--- config.mk ---
export PLATFORM = sky130hd
export DESIGN_NAME = gate_level_flow_pi_controller_unit
export DESIGN_NICKNAME = d
export VERILOG_FILES = /design/src/sv/glfpi_pkg.sv /design/src/sv/gate_level_flow_pi_controller_unit.sv
export SDC_FILE = /design/constraint.sdc
export NUM_CORES = 1
export LEC_CHECK = 0
export ABC_AREA = 1
export BUFFER_PORTS_ARGS = -buffer_cell sky130_fd_sc_hd__buf_2
export CAP_MARGIN = 40
export CORE_ASPECT_RATIO = 0.9
export CORE_MARGIN = 5
export CORE_UTILIZATION = 63
export DETAILED_ROUTE_END_ITERATION = 8
export PLACE_DENSITY = 0.84
export RECOVER_POWER = 50
export SLEW_MARGIN = 30
export SYNTH_ARGS = -nofsm -noshare
export SYNTH_HDL_FRONTEND = slang
export SYNTH_SLANG_ARGS = --single-unit
--- constraint.sdc ---
create_clock -name clock -period 9.9 [get_ports clock]
set_input_delay 1.98 -clock clock [delete_from_list [all_inputs] [get_ports clock]]
set_output_delay 1.98 -clock clock [all_outputs]
set_load 0.02 [all_outputs]
--- src/sv/glfpi_pkg.sv ---
// ----------------------------------------------------------------------------
// Gate level / flow PI controller package
// Action and mode codes, register indexes and loop gains.
// ----------------------------------------------------------------------------
package glfpi_pkg;

   typedef enum logic [2:0] {
      ACT_HOLD = 3'd0,
      ACT_STOP = 3'd1,
      ACT_UP   = 3'd2,
      ACT_DOWN = 3'd3,
      ACT_RUN  = 3'd4
   } action_type;

   typedef enum logic [1:0] {
      MODE_SPEED = 2'd0,
      MODE_LEVEL = 2'd1,
      MODE_FLOW  = 2'd2
   } mode_type;

   typedef enum logic {
      OP_TICK  = 1'b0,
      OP_CLEAR = 1'b1
   } opcode_type;

   localparam logic [2:0] CSR_MODE           = 3'd0;
   localparam logic [2:0] CSR_LEVEL_SETPOINT = 3'd1;
   localparam logic [2:0] CSR_FLOW_SETPOINT  = 3'd2;
   localparam logic [2:0] CSR_SPEED_LIMIT    = 3'd3;
   localparam logic [2:0] CSR_LEVEL_DEADBAND = 3'd4;
   localparam logic [2:0] CSR_FLOW_DEADBAND  = 3'd5;

   localparam logic [15:0] SPEED_LIMIT_RESET = 16'd1000;
   localparam logic [15:0] DEADBAND_RESET    = 16'd655;

   // Proportional gains (signed, for the 17 x 12 product)
   localparam logic signed [11:0] GAIN_LEVEL = 12'sd1500;
   localparam logic signed [11:0] GAIN_FLOW  = 12'sd100;

   // Stop threshold on the mode-0 speed magnitude
   localparam logic signed [16:0] SPEED_STOP = 17'sd10;

endpackage

--- src/sv/gate_level_flow_pi_controller_unit.sv ---
// ----------------------------------------------------------------------------
// Gate level / flow PI controller
// One control tick per request: level-to-speed, level PI-to-opening or
// flow P-to-opening, with output clamps, deadband and limit-switch gating.
// ----------------------------------------------------------------------------
//
//   channel | dir | handshake           | payload
//   --------+-----+---------------------+----------------------------------------
//   req     | in  | req_valid/req_stall | opcode, level, flow, opening, switches
//   rsp     | out | rsp_valid/rsp_stall | action, drive speed, target, error
//   csr     | in  | csr_write           | csr_index, csr_wdata (16 bits)
//
// Four register stages (input, error/integral, clamp, action/output); one
// transfer per cycle sustained while rsp_stall is low; requests pass them in order.
// The integral moves as a request leaves the input stage, so back-to-back
// ticks see each other's sums without a bubble.
// Reset (synchronous) empties the pipe, zeroes the integral and loads the
// register defaults. A stalled response holds its stage; req_stall rises
// only once every stage behind it is full.
// ----------------------------------------------------------------------------
module gate_level_flow_pi_controller_unit #(
   parameter int INTEGRAL_WIDTH = 32
) (
   input  logic                   clock,
   input  logic                   reset,
   // request
   input  logic                   req_valid,
   output logic                   req_stall,
   input  logic                   req_opcode,
   input  logic signed [15:0]     req_measured_level,
   input  logic signed [15:0]     req_measured_flow,
   input  logic [15:0]            req_gate_opening,
   input  logic                   req_upper_limit_hit,
   input  logic                   req_lower_limit_hit,
   // response
   output logic                   rsp_valid,
   input  logic                   rsp_stall,
   output glfpi_pkg::action_type  rsp_action,
   output logic signed [16:0]     rsp_drive_speed,
   output logic [15:0]            rsp_target_opening,
   output logic signed [16:0]     rsp_control_error,
   // configuration
   input  logic                   csr_write,
   input  logic [2:0]             csr_index,
   input  logic [15:0]            csr_wdata
);
   import glfpi_pkg::*;

   localparam int IW = INTEGRAL_WIDTH;
   // Width of the product: 17-bit error times 12-bit gain
   localparam int PW = 29;
   // sum * 10 needs four more bits than the sum
   localparam int SW = IW + 4;
   // Controller output before clamping; one guard bit over the wider term
   localparam int VW = ((SW > PW) ? SW : PW) + 1;

   // ---------------- configuration registers ----------------
   mode_type           mode_ff;
   logic signed [15:0] level_setpoint_ff;
   logic signed [15:0] flow_setpoint_ff;
   logic [15:0]        speed_limit_ff;
   logic [15:0]        level_deadband_ff;
   logic [15:0]        flow_deadband_ff;

   always_ff @(posedge clock) begin
      if (reset) begin
         mode_ff           <= MODE_LEVEL;
         level_setpoint_ff <= '0;
         flow_setpoint_ff  <= '0;
         speed_limit_ff    <= SPEED_LIMIT_RESET;
         level_deadband_ff <= DEADBAND_RESET;
         flow_deadband_ff  <= DEADBAND_RESET;
      end else if (csr_write) begin
         case (csr_index)
            CSR_MODE:           mode_ff           <= mode_type'(csr_wdata[1:0]);
            CSR_LEVEL_SETPOINT: level_setpoint_ff <= csr_wdata;
            CSR_FLOW_SETPOINT:  flow_setpoint_ff  <= csr_wdata;
            CSR_SPEED_LIMIT:    speed_limit_ff    <= csr_wdata;
            CSR_LEVEL_DEADBAND: level_deadband_ff <= csr_wdata;
            CSR_FLOW_DEADBAND:  flow_deadband_ff  <= csr_wdata;
            default: begin
            end
         endcase
      end
   end

   // ---------------- pipeline flow control ----------------
   logic s1_valid_ff, s2_valid_ff, s3_valid_ff, s4_valid_ff;
   logic adv1, adv2, adv3, adv4;

   // A stage may load when it is empty or its content moves on this cycle
   assign adv4 = !s4_valid_ff || !rsp_stall;
   assign adv3 = !s3_valid_ff || adv4;
   assign adv2 = !s2_valid_ff || adv3;
   assign adv1 = !s1_valid_ff || adv2;

   assign req_stall = !adv1;
   assign rsp_valid = s4_valid_ff;

   always_ff @(posedge clock) begin
      if (reset) begin
         s1_valid_ff <= 1'b0;
         s2_valid_ff <= 1'b0;
         s3_valid_ff <= 1'b0;
         s4_valid_ff <= 1'b0;
      end else begin
         if (adv1) s1_valid_ff <= req_valid;
         if (adv2) s2_valid_ff <= s1_valid_ff;
         if (adv3) s3_valid_ff <= s2_valid_ff;
         if (adv4) s4_valid_ff <= s3_valid_ff;
      end
   end

   // ---------------- stage 1: input register ----------------
   opcode_type         s1_opcode_ff;
   logic signed [15:0] s1_level_ff;
   logic signed [15:0] s1_flow_ff;
   logic [15:0]        s1_opening_ff;
   logic               s1_up_ff, s1_dn_ff;

   always_ff @(posedge clock) begin
      if (adv1 && req_valid) begin
         s1_opcode_ff  <= opcode_type'(req_opcode);
         s1_level_ff   <= req_measured_level;
         s1_flow_ff    <= req_measured_flow;
         s1_opening_ff <= req_gate_opening;
         s1_up_ff      <= req_upper_limit_hit;
         s1_dn_ff      <= req_lower_limit_hit;
      end
   end

   // ---------------- stage 2: error, gain product, integral ----------------
   logic signed [16:0]   err_level, err_flow, err_in;
   logic                 live_in;
   logic signed [11:0]   gain;
   logic signed [PW-1:0] prod_in;
   logic signed [IW-1:0] error_sum_ff, error_sum_in;
   logic signed [IW:0]   sum_wide;
   logic                 sum_upd;

   assign err_level = {level_setpoint_ff[15], level_setpoint_ff}
                    - {s1_level_ff[15], s1_level_ff};
   assign err_flow  = {flow_setpoint_ff[15], flow_setpoint_ff}
                    - {s1_flow_ff[15], s1_flow_ff};

   always_comb begin
      live_in = 1'b0;
      err_in  = '0;
      gain    = GAIN_LEVEL;
      if (s1_opcode_ff == OP_TICK) begin
         case (mode_ff)
            MODE_SPEED, MODE_LEVEL: begin
               live_in = 1'b1;
               err_in  = err_level;
            end
            MODE_FLOW: begin
               live_in = 1'b1;
               err_in  = err_flow;
               gain    = GAIN_FLOW;
            end
            default: begin
               // unused mode: hold with zero fields
            end
         endcase
      end
   end

   assign prod_in = err_in * gain;

   // Saturating accumulate of the level error
   assign sum_wide = {error_sum_ff[IW-1], error_sum_ff}
                   + {{(IW + 1 - 17){err_in[16]}}, err_in};

   always_comb begin
      if (s1_opcode_ff == OP_CLEAR) begin
         error_sum_in = '0;
      end else if (mode_ff == MODE_LEVEL) begin
         if (sum_wide[IW] != sum_wide[IW-1]) begin
            error_sum_in = sum_wide[IW] ? {1'b1, {(IW-1){1'b0}}}
                                        : {1'b0, {(IW-1){1'b1}}};
         end else begin
            error_sum_in = sum_wide[IW-1:0];
         end
      end else begin
         error_sum_in = error_sum_ff;
      end
   end

   // The integral moves exactly once, as the item leaves stage 1
   assign sum_upd = s1_valid_ff && adv2;

   always_ff @(posedge clock) begin
      if (reset) begin
         error_sum_ff <= '0;
      end else if (sum_upd) begin
         error_sum_ff <= error_sum_in;
      end
   end

   mode_type             s2_mode_ff;
   logic                 s2_live_ff;
   logic signed [16:0]   s2_err_ff;
   logic signed [PW-1:0] s2_prod_ff;
   logic signed [IW-1:0] s2_sum_ff;
   logic [15:0]          s2_opening_ff;
   logic                 s2_up_ff, s2_dn_ff;

   always_ff @(posedge clock) begin
      if (adv2 && s1_valid_ff) begin
         s2_mode_ff    <= mode_ff;
         s2_live_ff    <= live_in;
         s2_err_ff     <= err_in;
         s2_prod_ff    <= prod_in;
         s2_sum_ff     <= error_sum_in;
         s2_opening_ff <= s1_opening_ff;
         s2_up_ff      <= s1_up_ff;
         s2_dn_ff      <= s1_dn_ff;
      end
   end

   // ---------------- stage 3: controller output and clamps ----------------
   logic signed [SW-1:0] sum_ext;
   logic signed [VW-1:0] sum10, prod_ext, ctl_v;
   logic [15:0]          target_in;
   logic signed [20:0]   speed_raw, speed_lim;
   logic signed [16:0]   speed_in;

   assign sum_ext  = {{4{s2_sum_ff[IW-1]}}, s2_sum_ff};
   assign sum10    = {{(VW-SW){sum_ext[SW-1]}}, (sum_ext <<< 3) + (sum_ext <<< 1)};
   assign prod_ext = {{(VW-PW){s2_prod_ff[PW-1]}}, s2_prod_ff};
   assign ctl_v    = (s2_mode_ff == MODE_LEVEL) ? (prod_ext + sum10) : prod_ext;

   // Q8.8 output to Q0.16 target, clamped to [0, 1)
   always_comb begin
      if (ctl_v[VW-1] || (ctl_v == '0)) begin
         target_in = '0;
      end else if (|ctl_v[VW-2:8]) begin
         target_in = 16'hFFFF;
      end else begin
         target_in = {ctl_v[7:0], 8'h00};
      end
   end

   // Floor of product / 256, clamped to +-speed_limit
   assign speed_raw = s2_prod_ff[PW-1:8];
   assign speed_lim = {5'b0, speed_limit_ff};

   always_comb begin
      if (speed_raw > speed_lim) begin
         speed_in = speed_lim[16:0];
      end else if (speed_raw < -speed_lim) begin
         speed_in = -speed_lim[16:0];
      end else begin
         speed_in = speed_raw[16:0];
      end
   end

   mode_type           s3_mode_ff;
   logic               s3_live_ff;
   logic signed [16:0] s3_err_ff;
   logic signed [16:0] s3_speed_ff;
   logic [15:0]        s3_target_ff;
   logic [15:0]        s3_opening_ff;
   logic               s3_up_ff, s3_dn_ff;

   always_ff @(posedge clock) begin
      if (adv3 && s2_valid_ff) begin
         s3_mode_ff    <= s2_mode_ff;
         s3_live_ff    <= s2_live_ff;
         s3_err_ff     <= s2_err_ff;
         s3_speed_ff   <= speed_in;
         s3_target_ff  <= target_in;
         s3_opening_ff <= s2_opening_ff;
         s3_up_ff      <= s2_up_ff;
         s3_dn_ff      <= s2_dn_ff;
      end
   end

   // ---------------- stage 4: action decision and output register ----------
   logic signed [16:0] gap, gap_mag;
   logic [15:0]        band;
   action_type         action_in;
   logic signed [16:0] drive_in;
   logic [15:0]        target_out_in;

   assign gap     = {1'b0, s3_target_ff} - {1'b0, s3_opening_ff};
   assign gap_mag = gap[16] ? -gap : gap;
   assign band    = (s3_mode_ff == MODE_LEVEL) ? level_deadband_ff : flow_deadband_ff;

   always_comb begin
      action_in     = ACT_HOLD;
      drive_in      = '0;
      target_out_in = '0;
      if (s3_live_ff) begin
         case (s3_mode_ff)
            MODE_SPEED: begin
               drive_in = s3_speed_ff;
               if ((s3_speed_ff < SPEED_STOP) && (s3_speed_ff > -SPEED_STOP)) begin
                  action_in = ACT_STOP;
               end else if (!s3_speed_ff[16] && !s3_up_ff) begin
                  action_in = ACT_RUN;
               end else if (s3_speed_ff[16] && !s3_dn_ff) begin
                  action_in = ACT_RUN;
               end
            end
            MODE_LEVEL, MODE_FLOW: begin
               target_out_in = s3_target_ff;
               if (gap_mag < $signed({1'b0, band})) begin
                  action_in = ACT_STOP;
               end else if (!gap[16] && (gap != '0) && !s3_up_ff) begin
                  action_in = ACT_UP;
               end else if (gap[16] && !s3_dn_ff) begin
                  action_in = ACT_DOWN;
               end
            end
            default: begin
            end
         endcase
      end
   end

   always_ff @(posedge clock) begin
      if (adv4 && s3_valid_ff) begin
         rsp_action         <= action_in;
         rsp_drive_speed    <= drive_in;
         rsp_target_opening <= target_out_in;
         rsp_control_error  <= s3_err_ff;
      end
   end

endmodule

# Word level (Yosys, flattened, before mapping)
# Cells that the tools add are included.
# word_totals
output_inout_bits	55
register_bits	392
# op_classes
add_sub_neg	9
n_mux	22
mul	1
reduce_logical	42
n_lt_le_gt_ge	5
n_eq_ne	11
# op_table
operator	n
$mux W32	4
$mux W17	3
$sub A16 B16 Y17	3
$mux W16	3
$add A29 B37 Y37	1
$logic_not A37 Y1	1
$mux W37	1
$add A35 B33 Y36	1
$pmux W17 S2	1
$add A32 B17 Y33	1
$mul A17 B12 Y29	1
$reduce_or A28 Y1	1
$mux W11	2
$gt A21 B17 Y1	1
$lt A21 B21 Y1	1
$neg A16 Y21	1
$gt A17 B5 Y1 const B	1
$lt A17 B17 Y1	1
$lt A17 B5 Y1 const B	1
$neg A16 Y17	1
$neg A17 Y17	1
$reduce_bool A17 Y1	1
$reduce_and A2 Y1	8
$logic_and A1 B1 Y1	10
other kinds (16)	40

# Depth between registers and ports, before layout
# Gate-level depths: netlist of the first run.
# depth
word_depth	9
mapped_depth	42
mapped_depth_nobuf	42

# Worst setup path before layout of the first run
# OpenSTA, ideal clock, no wires.
# synth_timing
path_type	reg-to-reg
start	register s1_flow_ff[2]
end	register s2_prod_ff[26], data pin
period_less_slack_ns	6.838
slack_ns	3.062
t_required_ns	9.635
path_buffers	0
t_arrival_ns	6.573
path_stages_with_launch	34
setup_ns	0.265
cell_sequence	edfxtp_1 > inv_1 > ha_1 > a21o_1 > o21ai_0 > nand2_1 > a21oi_1 > nor2_1 > o21ai_0 > nand2_1 > nand2_1 > nand2_1 > o22ai_1 > nand2_1 > nor2_1 > fa_1 > fa_1 > inv_1 > fa_1 > inv_1 > fa_1 > inv_1 > fa_1 > inv_1 > ha_1 > a21oi_1 > o21ai_0 > a221oi_1 > o21ai_0 > nand3_1 > nor2_1 > nor2_1 > o21ai_0 > xor2_1
# synth_via
elab_chain_cells	4
# synth_lines
element	line	text
start, declared	gate_level_flow_pi_controller_unit.sv:117	logic signed [15:0] s1_flow_ff;
start signal, assigned	gate_level_flow_pi_controller_unit.sv:125	s1_flow_ff <= req_measured_flow;
$sub A16 B16 Y17	gate_level_flow_pi_controller_unit.sv:144	- {s1_flow_ff[15], s1_flow_ff};
$pmux W17 S2	gate_level_flow_pi_controller_unit.sv:151	case (mode_ff)
$mux W17	gate_level_flow_pi_controller_unit.sv:150	if (s1_opcode_ff == OP_TICK) begin
$mul A17 B12 Y29	gate_level_flow_pi_controller_unit.sv:168	assign prod_in = err_in * gain;
named net prod_in[26]	gate_level_flow_pi_controller_unit.sv:136	logic signed [PW-1:0] prod_in;
end signal, assigned	gate_level_flow_pi_controller_unit.sv:213	s2_prod_ff <= prod_in;
end, declared	gate_level_flow_pi_controller_unit.sv:203	logic signed [PW-1:0] s2_prod_ff;
# The timed path passes the listed nets, and every way through them passes these cells.
# A chain may end at the register's enable or synchronous reset.

# Worst setup path in the final report of the first run
# layout_timing
start	register s1_opcode_ff
end	register s2_prod_ff[26], data pin
# layout_via
elab_chain_cells	2
elab_cells_between_ends	3
classes_between	mul (1); mux (2)
# layout_lines
element	line	text
start, declared	gate_level_flow_pi_controller_unit.sv:115	opcode_type s1_opcode_ff;
start signal, assigned	gate_level_flow_pi_controller_unit.sv:123	s1_opcode_ff <= opcode_type'(req_opcode);
$mux W17 / $mux W11 (equally long branches)	gate_level_flow_pi_controller_unit.sv:150	
$mul A17 B12 Y29 (*)	gate_level_flow_pi_controller_unit.sv:168	
named net prod_in[26]	gate_level_flow_pi_controller_unit.sv:136	
# The timed path passes the listed nets; every way through them passes the cells marked *.

==> flow_summary_export.csv, run 1 <==
group,metric,value,unit
hold_path,hp-class,"register to register",
yosys,syn_nets,3812,
cells_and_area,final_layout_size_suffix_gt1_share,8.088,%
setup_path,critPathCapture,"s2_prod_ff[26]$_DFFE_PP_",
global_routing,grt_max_degree,84,
route,vias,23320,
global_routing,grt_pass1_vias,22500,
sta,layout_min_cycle_time,8.426,ns
setup_path,r2r_setup_slack,1.47,ns
yosys,synth-edff-count,255,
clocking,clock-sinks,373,
global_routing,grt_pass1_wl,115100,um
sta,finalSetupViolCount,0,
setup_path,crit_arrival,8.75,ns
floorplanning,fp.dieArea,49020,um^2
yosys,seq_area_frac_synth,35.59,%
yosys,synth.cell_area,28150,um^2
clocking,clock-root-buffer,"clkbuf_16",
sta,hold_viol,0,
floorplanning,core_area,44210,um^2
clocking,cts_max_level,2,
yosys,synth_top_family_by_area,"simple AND/OR/NAND/NOR gates",
floorplanning,die_x,232.8,um
placement,routabilityCongestion,0.9465,
yosys,ys.flop_type,"edfxtp_1",
clocking,hold_buffers,0,
sta,setup_tns,0,ns
sta,rsz0062_at_grt,"false",
run_status,outcome,"finished with violations",
clocking,numCtsBuffers,39,
yosys,synth_common_cells,"573 x nand2_1, 490 x inv_1, 410 x nor2_1, 288 x ha_1, 255 x edfxtp_1",
setup_path,r2r_start,"s1_opcode_ff$_DFFE_PP_",
yosys,synthMuxAreaShare,0.4977,%
route,firstDrtPassIters,8,
setup_path,cp.required,10.22,ns
clocking,clk_pin_slew,0.06,ns
sta,setup_slack,1.474,ns
yosys,postSynthAreaPerCell,8.392,um^2
route,drtIter0Drc,2114,
run_status,violations,"max-capacitance violations, max-slew violations",
power_and_ir_drop,fin_total_pwr,0.006730,W
sta,skew,0.02640,ns
sta,maxSlewViolCount,187,
yosys,yosys_register_bits,373,
yosys,synth-simple-area-share,20.18,%
cells_and_area,fin_nets,3926,
clocking,cts_buffer_depth,3,
power_and_ir_drop,vdd_drop_max,0.2179,mV
clocking,postCtsSetupBuffers,0,
yosys,ys_types,63,
setup_path,cp_top_family,"adder cells",
sta,tightest_slew,3.528,ns
route,wl,71180,um
sta,max-slew-margin-rel,-135.2,%
global_routing,grt_antenna_before_repair,0,
yosys,synth_compound_area_share,11.80,%
setup_path,worst_setup_path_start_kind,"register",
global_routing,grt.total_usage,29.07,%
cells_and_area,insertedDiodeCount,0,
setup_path,crit_slowest_cell,"clkbuf_1",
setup_path,ff2ff_path_depth,24,
placement,io_buffers,129,
floorplanning,die_y,210.6,um
placement,place_ws,2.198,ns
yosys,synthCells,3355,
clocking,cts-resized-gates,0,
placement,dp_cells,4024,
floorplanning,fp-row-count,73,
placement,dp_hpwl,53880,um
setup_path,worst_setup_path_end_kind,"register",
yosys,synthAdderAreaFrac,19.48,%
setup_path,worstPathBufferInverterCount,7,
cells_and_area,syn_to_final_growth,8.617,%
setup_path,worstPathMaxFanout,36,
route,via_per_inst,5.690,
setup_path,r2r_end,"s2_prod_ff[26]$_DFFE_PP_",
clocking,clk_latency,0.59,ns
floorplanning,start_util,63.69,%
cells_and_area,fin_cells,4099,
yosys,ys_top_cells_by_area,"edfxtp_1 27%, ha_1 13%, dfxtp_1 8.4%",
setup_path,cp_cell_sequence,"clkbuf_1 > inv_1 > clkbuf_1 > nand2_1 > nor2_1 > inv_1 > fa_1 > inv_1 > fa_1 > fa_1 > fa_1 > inv_1 > fa_1 > inv_1 > ha_1 > a21oi_1 > o21ai_0 > a221oi_1 > o21ai_0 > nand3_1 > nor2_1 > nor2_1 > o21ai_0 > xor2_1",
cells_and_area,utilization,69.18,%
power_and_ir_drop,p_per_area,220.1,nW/um^2
floorplanning,io_pins,130,
setup_path,cp-startpoint,"s1_opcode_ff$_DFFE_PP_",
setup_path,cp_num_cells,24,
global_routing,gr-total-overflow,0,
yosys,synth.most_common_cell,"nand2_1",
yosys,yosysTopAreaCell,"edfxtp_1",
run,maxCapViolations,4,
sta,fmax,118.7,MHz
setup_path,path_class,"register to register",
yosys,synth_top_area_share,27.20,%
route,antenna_left,0,
yosys,synth-xor-area-share,4.386,%
yosys,ys_async_sr_fraction,0,%
sta,post-route-period-util,85.11,%
cells_and_area,n_fill_cell,3475,
power_and_ir_drop,leakage,14.62,nW
yosys,yosysWarnings,0,
setup_path,cpPeakStageDelay,0.85,ns
route,remaining_drc_errors,0,
route,avgRoutedWirePerCell,17.36,um
clocking,tritoncts,"yes",
## flip-flops by register name, summed over array words and instances, names as in the netlist, 16 cells and up
| register | count |
|---|---|
| s1_flow_ff | 16 |
| s3_opening_ff | 16 |
| level_setpoint_ff | 16 |
| s2_sum_ff | 32 |
| s3_speed_ff | 17 |
| level_deadband_ff | 16 |
| s2_err_ff | 17 |
| speed_limit_ff | 16 |
| s3_err_ff | 17 |
| s2_opening_ff | 16 |
| s1_opening_ff | 16 |
| error_sum_ff | 32 |
| rsp_control_error | 17 |
| rsp_drive_speed | 17 |
| flow_deadband_ff | 16 |
| s1_level_ff | 16 |
| s2_prod_ff | 26 |
| flow_setpoint_ff | 16 |
## report_power, final
| part | leakage (nW) | total (W) | internal [W] | switching [W] |
|---|---|---|---|---|
| combinational | 10.6 | 0.00320 | 0.00118 | 0.00201 |
| clock | 0.627 | 0.00147 | 0.000832 | 0.000637 |
| sequential | 3.38 | 0.00206 | 0.00188 | 0.000184 |
| total | 14.6 | 0.00673 | 0.00390 | 0.00283 |
## stage by stage
stage	hold slack (ns)	area [um^2]
3_3_place_gp	0.4005	29320
5_1_grt	0.4187	30580
2_1_floorplan	0.4003	28150
4_1_cts	0.4130	30630
6_report	0.4081	30580
3_5_place_dp	0.4045	29360
## metal layers
metal / wire (um) / vias to the layer above / global-route usage (%)
met1: 30090 / 10690 / 40.20
li1: - / 11370 / -
met3: 6620 / 198 / 5.172
met2: 31580 / 1071 / 46.22
met5: 0 / - / 0
met4: 2890 / 0 / 10.96
## worst min-delay path by stage
stage / from / to / slack, ns / depth (start not counted)
finish: s3_err_ff[13]$_DFFE_PP_ / rsp_control_error[13]$_DFFE_PP_ / 0.41 / 0
global route: s3_err_ff[13]$_DFFE_PP_ / rsp_control_error[13]$_DFFE_PP_ / 0.42 / 0
CTS: s3_err_ff[13]$_DFFE_PP_ / rsp_control_error[13]$_DFFE_PP_ / 0.41 / 0
detailed placement: s3_err_ff[8]$_DFFE_PP_ / rsp_control_error[8]$_DFFE_PP_ / 0.40 / 0
global placement: s1_opening_ff[12]$_DFFE_PP_ / s2_opening_ff[12]$_DFFE_PP_ / 0.40 / 0
floorplan: s3_err_ff[0]$_DFFE_PP_ / rsp_control_error[0]$_DFFE_PP_ / 0.40 / 0
## cells by family (layout without fill, tap and decap cells)
kind of cell / count (synthesis) / after routing
adders and majority gates: 382 / 382
xor gates and xnor gates: 141 / 141
buffers and inverters: 583 / 727
AOI/OAI and AO/OA: 584 / 584
muxes: 14 / 14
DFF: 373 / 373
and+or+nand+nor: 1278 / 1278
## cell type report
cell class,instances,area [um^2],share of cell area (%)
tap,600,750.7,2.455
timing repair buffer,149,757.0,2.475
multi-input combinational,2399,15880,51.91
clock buffer,55,1090,3.564
inverter,507,1909,6.244
clock inverter,16,178.9,0.5851
sequential,373,10020,32.76
## cell usage in the layout (no fill, tap or decap), types with 12 or more instances in the layout
master / n
a21oi_1: 232
xor2_1: 94
nand2_2: 23
nand4_1: 33
inv_1: 490
a21o_1: 12
clkbuf_16: 39
fa_1: 94
nor3_1: 42
nand2_1: 574
buf_2: 82
ha_1: 288
nand3_1: 115
a21oi_2: 21
o211ai_1: 29
o21ai_0: 209
xnor2_1: 47
clkbuf_1: 62
o21bai_1: 15
or2_2: 18
dfxtp_1: 118
mux2i_1: 14
edfxtp_1: 255
nand3_4: 20
nor2_1: 407
Note: power is estimated with default switching activity, not from simulation.
==> run 2, diff against run 1 <==
Settings changed: BUFFER_PORTS_ARGS -buffer_cell sky130_fd_sc_hd__buf_2 to -buffer_cell sky130_fd_sc_hd__clkbuf_2.
==> run 2 against run 1 <==
Against the previous run: the run still ends with max-capacitance violations, max-slew violations left; total power rose by 0.19%; global-route usage is 0.43 points lower; sequential share of layout area barely moved; register-to-register slack improved by 0.09 ns; combinational power about the same; clock skew shrank 0.0021 ns; final cell count did not move.
==> flow_summary_export.csv, run 2 (synthesized netlist as in run 1, its figures left out) <==
group,metric,value,unit
hold_path,hp-start,"s1_opening_ff[3]$_DFFE_PP_",
clocking,clock-root-buffer,"clkbuf_16",
sta,maxSlewViolCount,217,
floorplanning,start_util,63.69,%
clocking,tritoncts,"yes",
setup_path,worst_setup_path_start_kind,"register",
route,vias,23280,
sta,layout_min_cycle_time,8.334,ns
clocking,postCtsSetupBuffers,0,
route,via_per_inst,5.679,
power_and_ir_drop,leakage,14.67,nW
sta,setup_tns,0,ns
setup_path,r2r_start,"s1_opcode_ff$_DFFE_PP_",
floorplanning,fp.dieArea,49020,um^2
sta,skew,0.02428,ns
hold_path,hp-class,"register to register",
clocking,clk_pin_slew,0.06,ns
placement,routabilityCongestion,0.9442,
cells_and_area,reg.largest.list,"error_sum_ff x32, s2_sum_ff x32, s2_prod_ff x26",
global_routing,grt_pass1_vias,22220,
run_status,violations,"max-capacitance violations, max-slew violations",
power_and_ir_drop,p_sw,0.002831,W
clocking,clock-sinks,373,
setup_path,worstPathMaxFanout,40,
global_routing,grt_max_degree,143,
power_and_ir_drop,seq_power_share,30.5,%
sta,fmax,120.0,MHz
sta,max-slew-margin-rel,-86.77,%
route,drtIter0Drc,2351,
setup_path,cp.required,10.20,ns
power_and_ir_drop,comb_power_share,47.4,%
floorplanning,die_y,210.6,um
placement,io_buffers,129,
global_routing,gr-total-overflow,0,
sta,rsz0062_at_grt,"false",
setup_path,crit_arrival,8.64,ns
power_and_ir_drop,p_int,0.003912,W
global_routing,grt_pass1_wl,113700,um
global_routing,grt_antenna_before_repair,0,
clocking,cts_max_level,2,
placement,dp_hpwl,53180,um
route,antenna_left,0,
route,wl,70830,um
run_status,outcome,"finished with violations",
setup_path,worst_setup_path_end_kind,"register",
setup_path,r2r_setup_slack,1.57,ns
floorplanning,core_area,44210,um^2
sta,finalSetupViolCount,0,
sta,hold_viol,0,
run,maxCapViolations,5,
power_and_ir_drop,p_per_area,220.2,nW/um^2
power_and_ir_drop,vdd_drop_max,0.2141,mV
cells_and_area,fin_nets,3925,
cells_and_area,utilization,69.27,%
cells_and_area,final_layout_size_suffix_gt1_share,8.402,%
route,remaining_drc_errors,0,
cells_and_area,final_common_cell,"nand2_1",
sta,tightest_slew,2.802,ns
clocking,hold_buffers,0,
clocking,clk_latency,0.57,ns
power_and_ir_drop,swShare,41.99,%
power_and_ir_drop,power.share.clock,22.1,%
route,avgRoutedWirePerCell,17.28,um
global_routing,grt.total_usage,28.64,%
sta,post-route-period-util,84.18,%
route,firstDrtPassIters,6,
clocking,cts-resized-gates,0,
hold_path,min_to,"s2_opening_ff[3]$_DFFE_PP_",
setup_path,r2r_end,"s2_prod_ff[26]$_DFFE_PP_",
cells_and_area,insertedDiodeCount,0,
setup_path,path_class,"register to register",
floorplanning,fp-row-count,73,
setup_path,cp-startpoint,"s1_opcode_ff$_DFFE_PP_",
cells_and_area,syn_to_final_growth,8.764,%
sta,hold_ws,0.4126,ns
floorplanning,io_pins,130,
hold_path,whs_path_depth,0,
floorplanning,die_x,232.8,um
clocking,cts_buffer_depth,3,
clocking,numCtsBuffers,39,
cells_and_area,layout_common_cells,"574 x nand2_1, 490 x inv_1, 407 x nor2_1, 288 x ha_1, 255 x edfxtp_1",
setup_path,ff2ff_path_depth,24,
[run 2: cell count changes in the layout (fill, tap and decap cells not counted), moves of 2 or more]
cell and change:
buf_2 -82, buf_4 -2, clkbuf_1 -8, clkbuf_2 +92
clkinvlp_4 +2
[run 2: per-layer routing]
metal / part of all wire [%] / up-vias / track usage [%]
li1: - / 11390 / -
met1: 42 / 10680 / 40.50
met2: 45 / 1046 / 46.22
met3: 9.0 / 164 / 4.108
met4: 3.3 / 0 / 8.819
met5: 0 / - / 0
[run 2: worst max path at each step]
stage                                           to  cells past startpoint  slack (ns)
final                     s2_prod_ff[26]$_DFFE_PP_                     24        1.57
after global placement    s2_prod_ff[26]$_DFFE_PP_                     33        2.51
after global routing      s2_prod_ff[26]$_DFFE_PP_                     24        1.20
after detailed placement  s2_prod_ff[26]$_DFFE_PP_                     26        2.26
after CTS                 s2_prod_ff[26]$_DFFE_PP_                     26        2.19
after floorplan           s2_prod_ff[26]$_DFFE_PP_                     33        3.06
[run 2: final cells by class]
class / instances / area (um^2)
Sequential cell: 373 / 10020
Inverter: 507 / 1909
Fill cell: 3461 / 13590
Timing Repair Buffer: 148 / 754.5
Clock buffer: 56 / 1115
Multi-Input combinational cell: 2399 / 15880
Clock inverter: 16 / 188.9
Tap cell: 600 / 750.7
[run 2: power groups by stage]
| stage | Clock [W] | Sequential (W) | Combinational (W) |
|---|---|---|---|
| floorplan | 0 | 0.00198 | 0.00242 |
| global placement | 0 | 0.00207 | 0.00303 |
| detailed placement | 0 | 0.00208 | 0.00310 |
| CTS | 0.00150 | 0.00204 | 0.00314 |
| global route | 0.00157 | 0.00205 | 0.00361 |
| finish | 0.00149 | 0.00206 | 0.00319 |
[run 2: stage by stage]
stage	power [W]	instance area, um^2	cells	worst slack [ns]
floorplan	0.004402	28150	3355	3.062
global placement	0.005099	29320	4020	2.509
detailed placement	0.005181	29360	4023	2.259
CTS	0.006686	30670	4095	2.186
global route	0.007234	30620	4099	1.198
finish	0.006743	30620	4099	1.566
[run 2: worst max-delay path, cell delays in order (launching register included)]
cell	delay, ns
edfxtp_1	0.32
clkbuf_1	1.67
inv_1	0.12
clkbuf_1	0.50
nand3_1	0.42
inv_1	0.17
fa_1	0.52
fa_1	0.51
inv_1	0.05
fa_1	0.48
inv_1	0.06
fa_1	0.53
inv_1	0.06
fa_1	0.53
inv_1	0.04
ha_1	0.36
a21oi_1	0.21
o21ai_0	0.12
a221oi_1	0.47
o21ai_0	0.22
nand3_1	0.15
nor2_1	0.06
nor2_1	0.15
o21ai_0	0.12
xor2_1	0.16
